`src/rtl/oag_pkg.sv`:
```
// ----------------------------------------------------------------------------
// oag_pkg
// Shared types, constants and helpers of the orientation address generator.
// ----------------------------------------------------------------------------
package oag_pkg;

	localparam int MAX_DIM   = 4096;
	localparam int DIM_W     = 13;
	localparam int COORD_W   = 12;
	localparam int SAMPLE_W  = 16;
	localparam int PITCH_W   = 16;
	localparam int ADDR_W    = 28;
	localparam int CFG_IDX_W = 3;
	localparam int CFG_DATA_W = 16;

	localparam logic [CFG_IDX_W-1:0] REG_PLANE_WIDTH      = 3'd0;
	localparam logic [CFG_IDX_W-1:0] REG_PLANE_HEIGHT     = 3'd1;
	localparam logic [CFG_IDX_W-1:0] REG_MIRROR_ENABLE    = 3'd2;
	localparam logic [CFG_IDX_W-1:0] REG_MIRROR_AXIS      = 3'd3;
	localparam logic [CFG_IDX_W-1:0] REG_ROTATION         = 3'd4;
	localparam logic [CFG_IDX_W-1:0] REG_DEST_ROW_PITCH   = 3'd5;
	localparam logic [CFG_IDX_W-1:0] REG_BYTES_PER_SAMPLE = 3'd6;

	localparam logic [1:0] ROT_0   = 2'd0;
	localparam logic [1:0] ROT_90  = 2'd1;
	localparam logic [1:0] ROT_180 = 2'd2;
	localparam logic [1:0] ROT_270 = 2'd3;

	localparam logic AXIS_ROWS = 1'b0;

	typedef struct packed {
		logic [DIM_W-1:0]   plane_width;
		logic [DIM_W-1:0]   plane_height;
		logic               mirror_enable;
		logic               mirror_axis;
		logic [1:0]         rotation;
		logic [PITCH_W-1:0] dest_row_pitch;
		logic [1:0]         bytes_per_sample;
	} cfg_t;

	typedef struct packed {
		logic [COORD_W-1:0] dest_x;
		logic [COORD_W-1:0] dest_y;
		logic               last;
	} pos_t;

	function automatic logic [DIM_W-1:0] clamp_dim(input logic [DIM_W-1:0] v);
		logic [DIM_W-1:0] r;
		if (v == '0) begin
			r = DIM_W'(1);
		end else if (v > DIM_W'(MAX_DIM)) begin
			r = DIM_W'(MAX_DIM);
		end else begin
			r = v;
		end
		return r;
	endfunction

endpackage

```
`src/rtl/oag_position.sv`:
```
// ----------------------------------------------------------------------------
// oag_position
// Column and row counters with the mirror and rotation mapping of each sample.
// ----------------------------------------------------------------------------
module oag_position (
	input  logic          clk,
	input  logic          arst_n,
	input  logic          advance,
	input  oag_pkg::cfg_t cfg,
	output oag_pkg::pos_t pos
);

	logic [oag_pkg::COORD_W-1:0] column_count_q;
	logic [oag_pkg::COORD_W-1:0] row_count_q;
	logic [oag_pkg::DIM_W-1:0]   w;
	logic [oag_pkg::DIM_W-1:0]   h;
	logic [oag_pkg::COORD_W-1:0] wm1;
	logic [oag_pkg::COORD_W-1:0] hm1;
	logic [oag_pkg::COORD_W-1:0] col;
	logic [oag_pkg::COORD_W-1:0] row;
	logic [oag_pkg::COORD_W-1:0] x;
	logic [oag_pkg::COORD_W-1:0] y;
	logic                        col_end;
	logic                        row_end;

	always_comb begin
		w   = oag_pkg::clamp_dim(cfg.plane_width);
		h   = oag_pkg::clamp_dim(cfg.plane_height);
		wm1 = oag_pkg::COORD_W'(w - oag_pkg::DIM_W'(1));
		hm1 = oag_pkg::COORD_W'(h - oag_pkg::DIM_W'(1));
		col = ({1'b0, column_count_q} >= w) ? '0 : column_count_q;
		row = ({1'b0, row_count_q} >= h) ? '0 : row_count_q;
		x = col;
		y = row;
		if (cfg.mirror_enable) begin
			if (cfg.mirror_axis == oag_pkg::AXIS_ROWS) begin
				y = hm1 - row;
			end else begin
				x = wm1 - col;
			end
		end
		case (cfg.rotation)
			oag_pkg::ROT_90: begin
				pos.dest_x = y;
				pos.dest_y = wm1 - x;
			end
			oag_pkg::ROT_180: begin
				pos.dest_x = wm1 - x;
				pos.dest_y = hm1 - y;
			end
			oag_pkg::ROT_270: begin
				pos.dest_x = hm1 - y;
				pos.dest_y = x;
			end
			default: begin
				pos.dest_x = x;
				pos.dest_y = y;
			end
		endcase
		col_end  = (col == wm1);
		row_end  = (row == hm1);
		pos.last = col_end && row_end;
	end

	always_ff @(posedge clk or negedge arst_n) begin
		if (!arst_n) begin
			column_count_q <= '0;
			row_count_q    <= '0;
		end else if (advance) begin
			if (col_end) begin
				column_count_q <= '0;
				row_count_q    <= row_end ? '0 : row + oag_pkg::COORD_W'(1);
			end else begin
				column_count_q <= col + oag_pkg::COORD_W'(1);
				row_count_q    <= row;
			end
		end
	end

endmodule

```
`src/rtl/oag_address.sv`:
```
// ----------------------------------------------------------------------------
// oag_address
// Destination byte address from row pitch, destination row and column, the column scaled by the sample size.
// ----------------------------------------------------------------------------
module oag_address (
	input  logic [oag_pkg::PITCH_W-1:0] dest_row_pitch,
	input  logic [1:0]                  bytes_per_sample,
	input  logic [oag_pkg::COORD_W-1:0] dest_x,
	input  logic [oag_pkg::COORD_W-1:0] dest_y,
	output logic [oag_pkg::ADDR_W-1:0]  dest_address
);

	logic [oag_pkg::ADDR_W-1:0]    row_offset;
	logic [oag_pkg::COORD_W:0]     col_offset;

	always_comb begin
		row_offset   = oag_pkg::ADDR_W'(dest_row_pitch) * oag_pkg::ADDR_W'(dest_y);
		col_offset   = bytes_per_sample[1] ? {dest_x, 1'b0} : {1'b0, dest_x};
		dest_address = row_offset + oag_pkg::ADDR_W'(col_offset);
	end

endmodule

```
`src/rtl/orientation_address_generator_unit.sv`:
```
// ----------------------------------------------------------------------------
// orientation_address_generator_unit
// Mirrors and rotates raster-order sample positions of one image plane and
// emits destination coordinates and byte addresses.
// ----------------------------------------------------------------------------
// The block takes one sample and gives one result per clock unless stalled.
// The first stage runs the column and row counters and the mirror and
// rotation mapping, the second stage forms the address with one 16 by 12 bit
// multiply. Both stages advance whenever the output register is empty or its
// result is being taken, so a stalled output holds at most two requests
// inside. The user writes configuration only while idle; it is not enforced.
module orientation_address_generator_unit (
	input  logic                           clk,
	input  logic                           arst_n,
	input  logic                           cfg_we,
	input  logic [oag_pkg::CFG_IDX_W-1:0]  cfg_index,
	input  logic [oag_pkg::CFG_DATA_W-1:0] cfg_data,
	input  logic                           in_valid,
	output logic                           in_ready,
	input  logic [oag_pkg::SAMPLE_W-1:0]   pixel_sample,
	output logic                           out_valid,
	input  logic                           out_ready,
	output logic [oag_pkg::SAMPLE_W-1:0]   out_sample,
	output logic [oag_pkg::COORD_W-1:0]    dest_x,
	output logic [oag_pkg::COORD_W-1:0]    dest_y,
	output logic [oag_pkg::ADDR_W-1:0]     dest_address,
	output logic                           plane_done
);

	oag_pkg::cfg_t                 cfg_q;
	oag_pkg::pos_t                 pos;
	oag_pkg::pos_t                 pos_s1;
	logic [oag_pkg::SAMPLE_W-1:0]  sample_s1;
	logic                          valid_s1;
	logic                          valid_s2;
	logic [oag_pkg::ADDR_W-1:0]    address;
	logic                          en_s1;
	logic                          en_s2;
	logic                          accept;

	assign en_s2    = !valid_s2 || out_ready;
	assign en_s1    = !valid_s1 || en_s2;
	assign in_ready = en_s1;
	assign accept   = in_valid && en_s1;
	assign out_valid = valid_s2;

	always_ff @(posedge clk or negedge arst_n) begin
		if (!arst_n) begin
			cfg_q.plane_width      <= oag_pkg::DIM_W'(4096);
			cfg_q.plane_height     <= oag_pkg::DIM_W'(4096);
			cfg_q.mirror_enable    <= 1'b0;
			cfg_q.mirror_axis      <= 1'b0;
			cfg_q.rotation         <= oag_pkg::ROT_0;
			cfg_q.dest_row_pitch   <= oag_pkg::PITCH_W'(8192);
			cfg_q.bytes_per_sample <= 2'd1;
		end else if (cfg_we) begin
			case (cfg_index)
				oag_pkg::REG_PLANE_WIDTH:
					cfg_q.plane_width <= cfg_data[oag_pkg::DIM_W-1:0];
				oag_pkg::REG_PLANE_HEIGHT:
					cfg_q.plane_height <= cfg_data[oag_pkg::DIM_W-1:0];
				oag_pkg::REG_MIRROR_ENABLE:    cfg_q.mirror_enable <= cfg_data[0];
				oag_pkg::REG_MIRROR_AXIS:      cfg_q.mirror_axis <= cfg_data[0];
				oag_pkg::REG_ROTATION:         cfg_q.rotation <= cfg_data[1:0];
				oag_pkg::REG_DEST_ROW_PITCH:   cfg_q.dest_row_pitch <= cfg_data;
				oag_pkg::REG_BYTES_PER_SAMPLE: cfg_q.bytes_per_sample <= cfg_data[1:0];
				default: begin
				end
			endcase
		end
	end

	oag_position u_position (
		.clk     (clk),
		.arst_n  (arst_n),
		.advance (accept),
		.cfg     (cfg_q),
		.pos     (pos)
	);

	always_ff @(posedge clk or negedge arst_n) begin
		if (!arst_n) begin
			valid_s1 <= 1'b0;
		end else if (en_s1) begin
			valid_s1 <= in_valid;
		end
	end

	always_ff @(posedge clk) begin
		if (accept) begin
			pos_s1    <= pos;
			sample_s1 <= pixel_sample;
		end
	end

	oag_address u_address (
		.dest_row_pitch   (cfg_q.dest_row_pitch),
		.bytes_per_sample (cfg_q.bytes_per_sample),
		.dest_x           (pos_s1.dest_x),
		.dest_y           (pos_s1.dest_y),
		.dest_address     (address)
	);

	always_ff @(posedge clk or negedge arst_n) begin
		if (!arst_n) begin
			valid_s2 <= 1'b0;
		end else if (en_s2) begin
			valid_s2 <= valid_s1;
		end
	end

	always_ff @(posedge clk) begin
		if (en_s2 && valid_s1) begin
			out_sample   <= sample_s1;
			dest_x       <= pos_s1.dest_x;
			dest_y       <= pos_s1.dest_y;
			dest_address <= address;
			plane_done   <= pos_s1.last;
		end
	end

endmodule

```
`config.mk`:
```
export PLATFORM = sky130hd
export DESIGN_NAME = orientation_address_generator_unit
export DESIGN_NICKNAME = d
export VERILOG_FILES = /design/src/rtl/oag_pkg.sv /design/src/rtl/oag_position.sv /design/src/rtl/oag_address.sv /design/src/rtl/orientation_address_generator_unit.sv
export SDC_FILE = /design/constraint.sdc
export NUM_CORES = 1
export LEC_CHECK = 0
export ABC_CLOCK_PERIOD_IN_PS = 17400
export BUFFER_PORTS_ARGS = -buffer_cell sky130_fd_sc_hd__buf_2
export CAP_MARGIN = 40
export CORE_MARGIN = 1
export CORE_UTILIZATION = 50
export DETAILED_ROUTE_END_ITERATION = 6
export GPL_TIMING_DRIVEN = 0
export PLACE_DENSITY = 0.69
export SETUP_SLACK_MARGIN = 0.15
export SKIP_LAST_GASP = 1
export SLEW_MARGIN = 20
export SYNTH_ARGS = -nofsm -noshare
export SYNTH_HDL_FRONTEND = slang
export SYNTH_HIERARCHICAL = 1
export SYNTH_SLANG_ARGS = --single-unit
```
`constraint.sdc`:
```
create_clock -name clk -period 17.4 [get_ports clk]
set_input_delay 3.48 -clock clk [delete_from_list [all_inputs] [get_ports clk]]
set_output_delay 3.48 -clock clk [all_outputs]
set_load 0.01 [all_outputs]
```
# Word-level counts from Yosys, hierarchy flattened
# Cells that the tools add are included.
# Widths: inputs -> output; s select.
[word_totals]
register_bits = 184
in_bits = 40
output_inout_bits = 71
word_cells = 77
[op_classes]
add_sub_neg = 9
mul = 1
magnitude_cmp = 4
n_eq_ne = 11
mux = 15
n_reduce_logical = 17
[op_table]
columns = ["cell", "n"]
rows = [
  ["$mux 12", 9],
  ["$pmux 24 s3", 1],
  ["$mux 13", 5],
  ["$sub 12x12->12", 4],
  ["$add 28x13->28", 1],
  ["$mul 16x12->28", 1],
  ["$ge 12x13->1", 2],
  ["$gt 13x13->1 const B", 2],
  ["$logic_not 13->1", 2],
  ["$add 12x1->12 const B", 2],
  ["$eq 12x12->1", 2],
  ["$sub 12x1->12 const B", 2],
  ["$reduce_and 2->1", 7],
  ["$eq 3x3->1 const B", 3],
  ["$eq 3x2->1 const B", 2],
  ["$eq 2x2->1 const B", 2],
  ["$eq 3x1->1 const B", 1],
  ["$logic_and 1x1->1", 3],
  ["$logic_not 3->1", 1],
  ["$eq 2x1->1 const B", 1],
  ["$logic_not 1->1", 2],
  ["$logic_or 1x1->1", 2],
]

# Depth between registers and ports, before layout
[depth]
word_depth = 10
mapped_depth = 34
mapped_depth_nobuf = 33

# Cells and area by module
# The synthesis kept the hierarchy.
[modules_own_cells]
columns = ["mod", "instances", "cells_each", "area_each_um2", "seq_area_each_um2"]
rows = [
  ["oag_address", 1, 817, 6914.1, 0.0],
  ["oag_position", 1, 783, 5637.9, 600.6],
  ["orientation_address_generator_unit", 1, 224, 5325.1, 4559.4],
]

# Worst setup path after synthesis
# OpenSTA, ideal clock, no wires.
[synth_timing]
path_type = "input -> output"
startpoint = "input out_ready"
endpoint = "output in_ready"
arrival_time_ps = 3689
required_time_ps = 13920
slack_ps = 10231
path_stages = 1
path_buffers = 0
path_cell_list = "nand3b_1"
[synth_via]
elab_chain_cells = 2
[synth_lines]
columns = ["element", "line", "text"]
rows = [
  ["start: declaration", "orientation_address_generator_unit.sv:22", "input logic out_ready,"],
  ["$logic_or 1x1->1", "orientation_address_generator_unit.sv:41", "assign en_s2 = !valid_s2 || out_ready;"],
  ["$logic_or 1x1->1", "orientation_address_generator_unit.sv:42", "assign en_s1 = !valid_s1 || en_s2;"],
  ["end: declaration", "orientation_address_generator_unit.sv:19", "output logic in_ready,"],
]
# No other way between the ends.

==> results_dict.tcl <==
set metrics [dict create \
    grt_pass1_wl_microns 73900 \
    cts-htree-levels 4 \
    drtIter0Drc 861 \
    grt_max_degree 58 \
    multi_input_area_sq_um 11500 \
    finClkSkew_ns 0.0154 \
    crit_path_top_delay_cell "a21boi_0" \
    layout-drive-gt1-share_pct 13.3 \
    worst_slew_pin_slew_ns 0.705 \
    dr.pass1.iters 5 \
    grt_util_all_layers_pct 26.5 \
    clk_pin_slew_ns 0.08 \
    core-area_sq_um 34800 \
    setup_viol 0 \
    cp-end-kind "flip-flop" \
    ant_nets 0 \
    synth_area_per_cell_sq_um 9.79 \
    postCtsSetupRepairBufs 0 \
    hp-class "reg2reg" \
    die-height_microns 191 \
    cts_sinks 183 \
    drc 0 \
    cts_tree "yes" \
    period_minus_slack_ns 8.64 \
    cts.path.max_buffers 2 \
    path_max_fanout 10 \
    layout.nets 2294 \
    die_area_sq_um 36400 \
    hold_viol 0 \
    via_count 13600 \
    io_buffers 110 \
    die_x_microns 191 \
    area_growth_pct 9.95 \
    slew_headroom_pct 53.0 \
    clock_latency_ns 0.46 \
    seq_area_sq_um 5130 \
    start_util_pct 51.3 \
    wl_microns 46200 \
    rsz0062_at_grt "no" \
    synth_warnings 6 \
    cp-start-kind "flip-flop" \
    grt-ovfl-total 0 \
    critPathMostFrequentCell "o21ai_0" \
    status "finished clean" \
    crit_arrival_ns 8.82 \
    rows 68 \
    path_class "reg2reg" \
    nFillCells 3050 \
    slew_violations 0 \
    fmaxAchievable_ghz 0.116 \
    syn_area_sq_um 17800 \
    netlist_instances 1822 \
    gp_congestion 0.947 \
    cts_root_buf "clkbuf_16" \
    synth_nets 2163 \
    antenna_cells 0 \
    wire_per_inst_microns 19.1 \
    antenna_found_initial 0 \
    setup_tns_ns 0 \
    grt_pass1_vias 13800 \
    hpwl_microns 37000 \
    numCtsBuffers 17 \
    cts_resized 0 \
    ios 111 \
    cp.required_ns 17.58 \
    drt-vias-per-instance 5.62 \
    fin_crit_sh_pct 49.7 \
    holdBufCountCts 0 \
    max_stage_delay_ns 0.52 \
    drv_cap 0 \
]
==> final timing paths <==
check                      slack, ns  depth (start not counted)                                    end                   start
hold reg to reg                 0.42                          0                out_sample[4]$_DFFE_PP_  sample_s1[4]$_DFFE_PP_
max in group asynchronous      13.73                          2                  cfg_q[47]$_DFFE_PN1P_                  arst_n
setup reg to reg                8.76                         33                   pos_s1[24]$_DFFE_PP_   cfg_q[40]$_DFFE_PN0P_
min in group asynchronous       3.01                          1  u_position/row_count_q[4]$_DFFE_PN0P_                  arst_n
hold / removal                  0.42                          0                out_sample[4]$_DFFE_PP_  sample_s1[4]$_DFFE_PP_
setup / recovery                8.76                         33                   pos_s1[24]$_DFFE_PP_   cfg_q[40]$_DFFE_PN0P_
==> stage by stage <==
stage / utilization (%) / hold slack [ns] / worst slack (ns) / std cells / cell area (sq um)
floorplan: - / 0.400 / 10.23 / 1822 / 17800
global placement: 54.5 / 0.401 / 8.98 / 2387 / 19000
detailed placement: 54.6 / 0.405 / 8.92 / 2389 / 19000
CTS: 56.4 / 0.418 / 8.89 / 2421 / 19600
global route: 56.4 / 0.426 / 8.16 / 2421 / 19600
finish: 56.4 / 0.416 / 8.76 / 2421 / 19600
==> routing by layer <==
layer,global-route usage [%],up-vias,wire length (microns)
li1,-,6419,-
met4,10.6,0,1670
met5,0,-,0
met3,3.73,91,2140
met1,33.8,6715,19900
met2,45.0,389,22600
==> cell usage in the layout, fill, tap and decap left out, types with 6 or more instances in the layout <==
cell type / n
inv_1: 242
nand2_1: 208
fa_1: 156
ha_1: 145
buf_2: 111
edfxtp_1: 110
and2_1: 105
a21oi_1: 83
nor2_1: 76
o21ai_0: 76
dfrtp_1: 70
clkbuf_1: 56
xnor2_1: 48
mux2_2: 40
nand2b_1: 38
nand3_1: 31
xor2_1: 24
nor3_1: 23
a21o_1: 18
clkbuf_16: 17
mux2i_1: 17
nand4_1: 15
o31ai_1: 14
nor2b_1: 13
mux2_4: 10
a211oi_1: 10
and3_1: 10
a31oi_1: 9
or3_1: 8
o21bai_1: 8
o211ai_1: 7
o21ai_1: 7
o21a_1: 6
==> state kept, by name (all words and copies together) (netlist names), 12 cells and up <==
register                   count
dest_x                        12
pos_s1                        25
cfg_q                         47
out_sample                    16
u_position/column_count_q     12
u_position/row_count_q        12
dest_address                  28
sample_s1                     16
dest_y                        12
==> worst max-delay path, delay by kind of cell, from the launching register on <==
kind                     cells  cell delay (ns)
flip-flops                   1             0.42
buffers and inverters        3             0.96
AO/OA/AOI/OAI               13             3.07
AND/OR/NAND/NOR             11             2.27
adder cells (fa/ha/maj)      4             1.22
XOR/XNOR                     2             0.40
==> area by class of cell <==
class                           count  area share (%)
Multi-Input combinational cell   1326            58.6
Inverter                          244            4.67
Timing Repair Buffer              112            3.06
Buffer                             69            1.58
Clock inverter                     15           0.887
Tap cell                          455            2.90
Clock buffer                       17            2.17
Sequential cell                   183            26.2
Power is not shown: default switching activity piles up to over one toggle a cycle in this logic, so the estimate is an artifact.
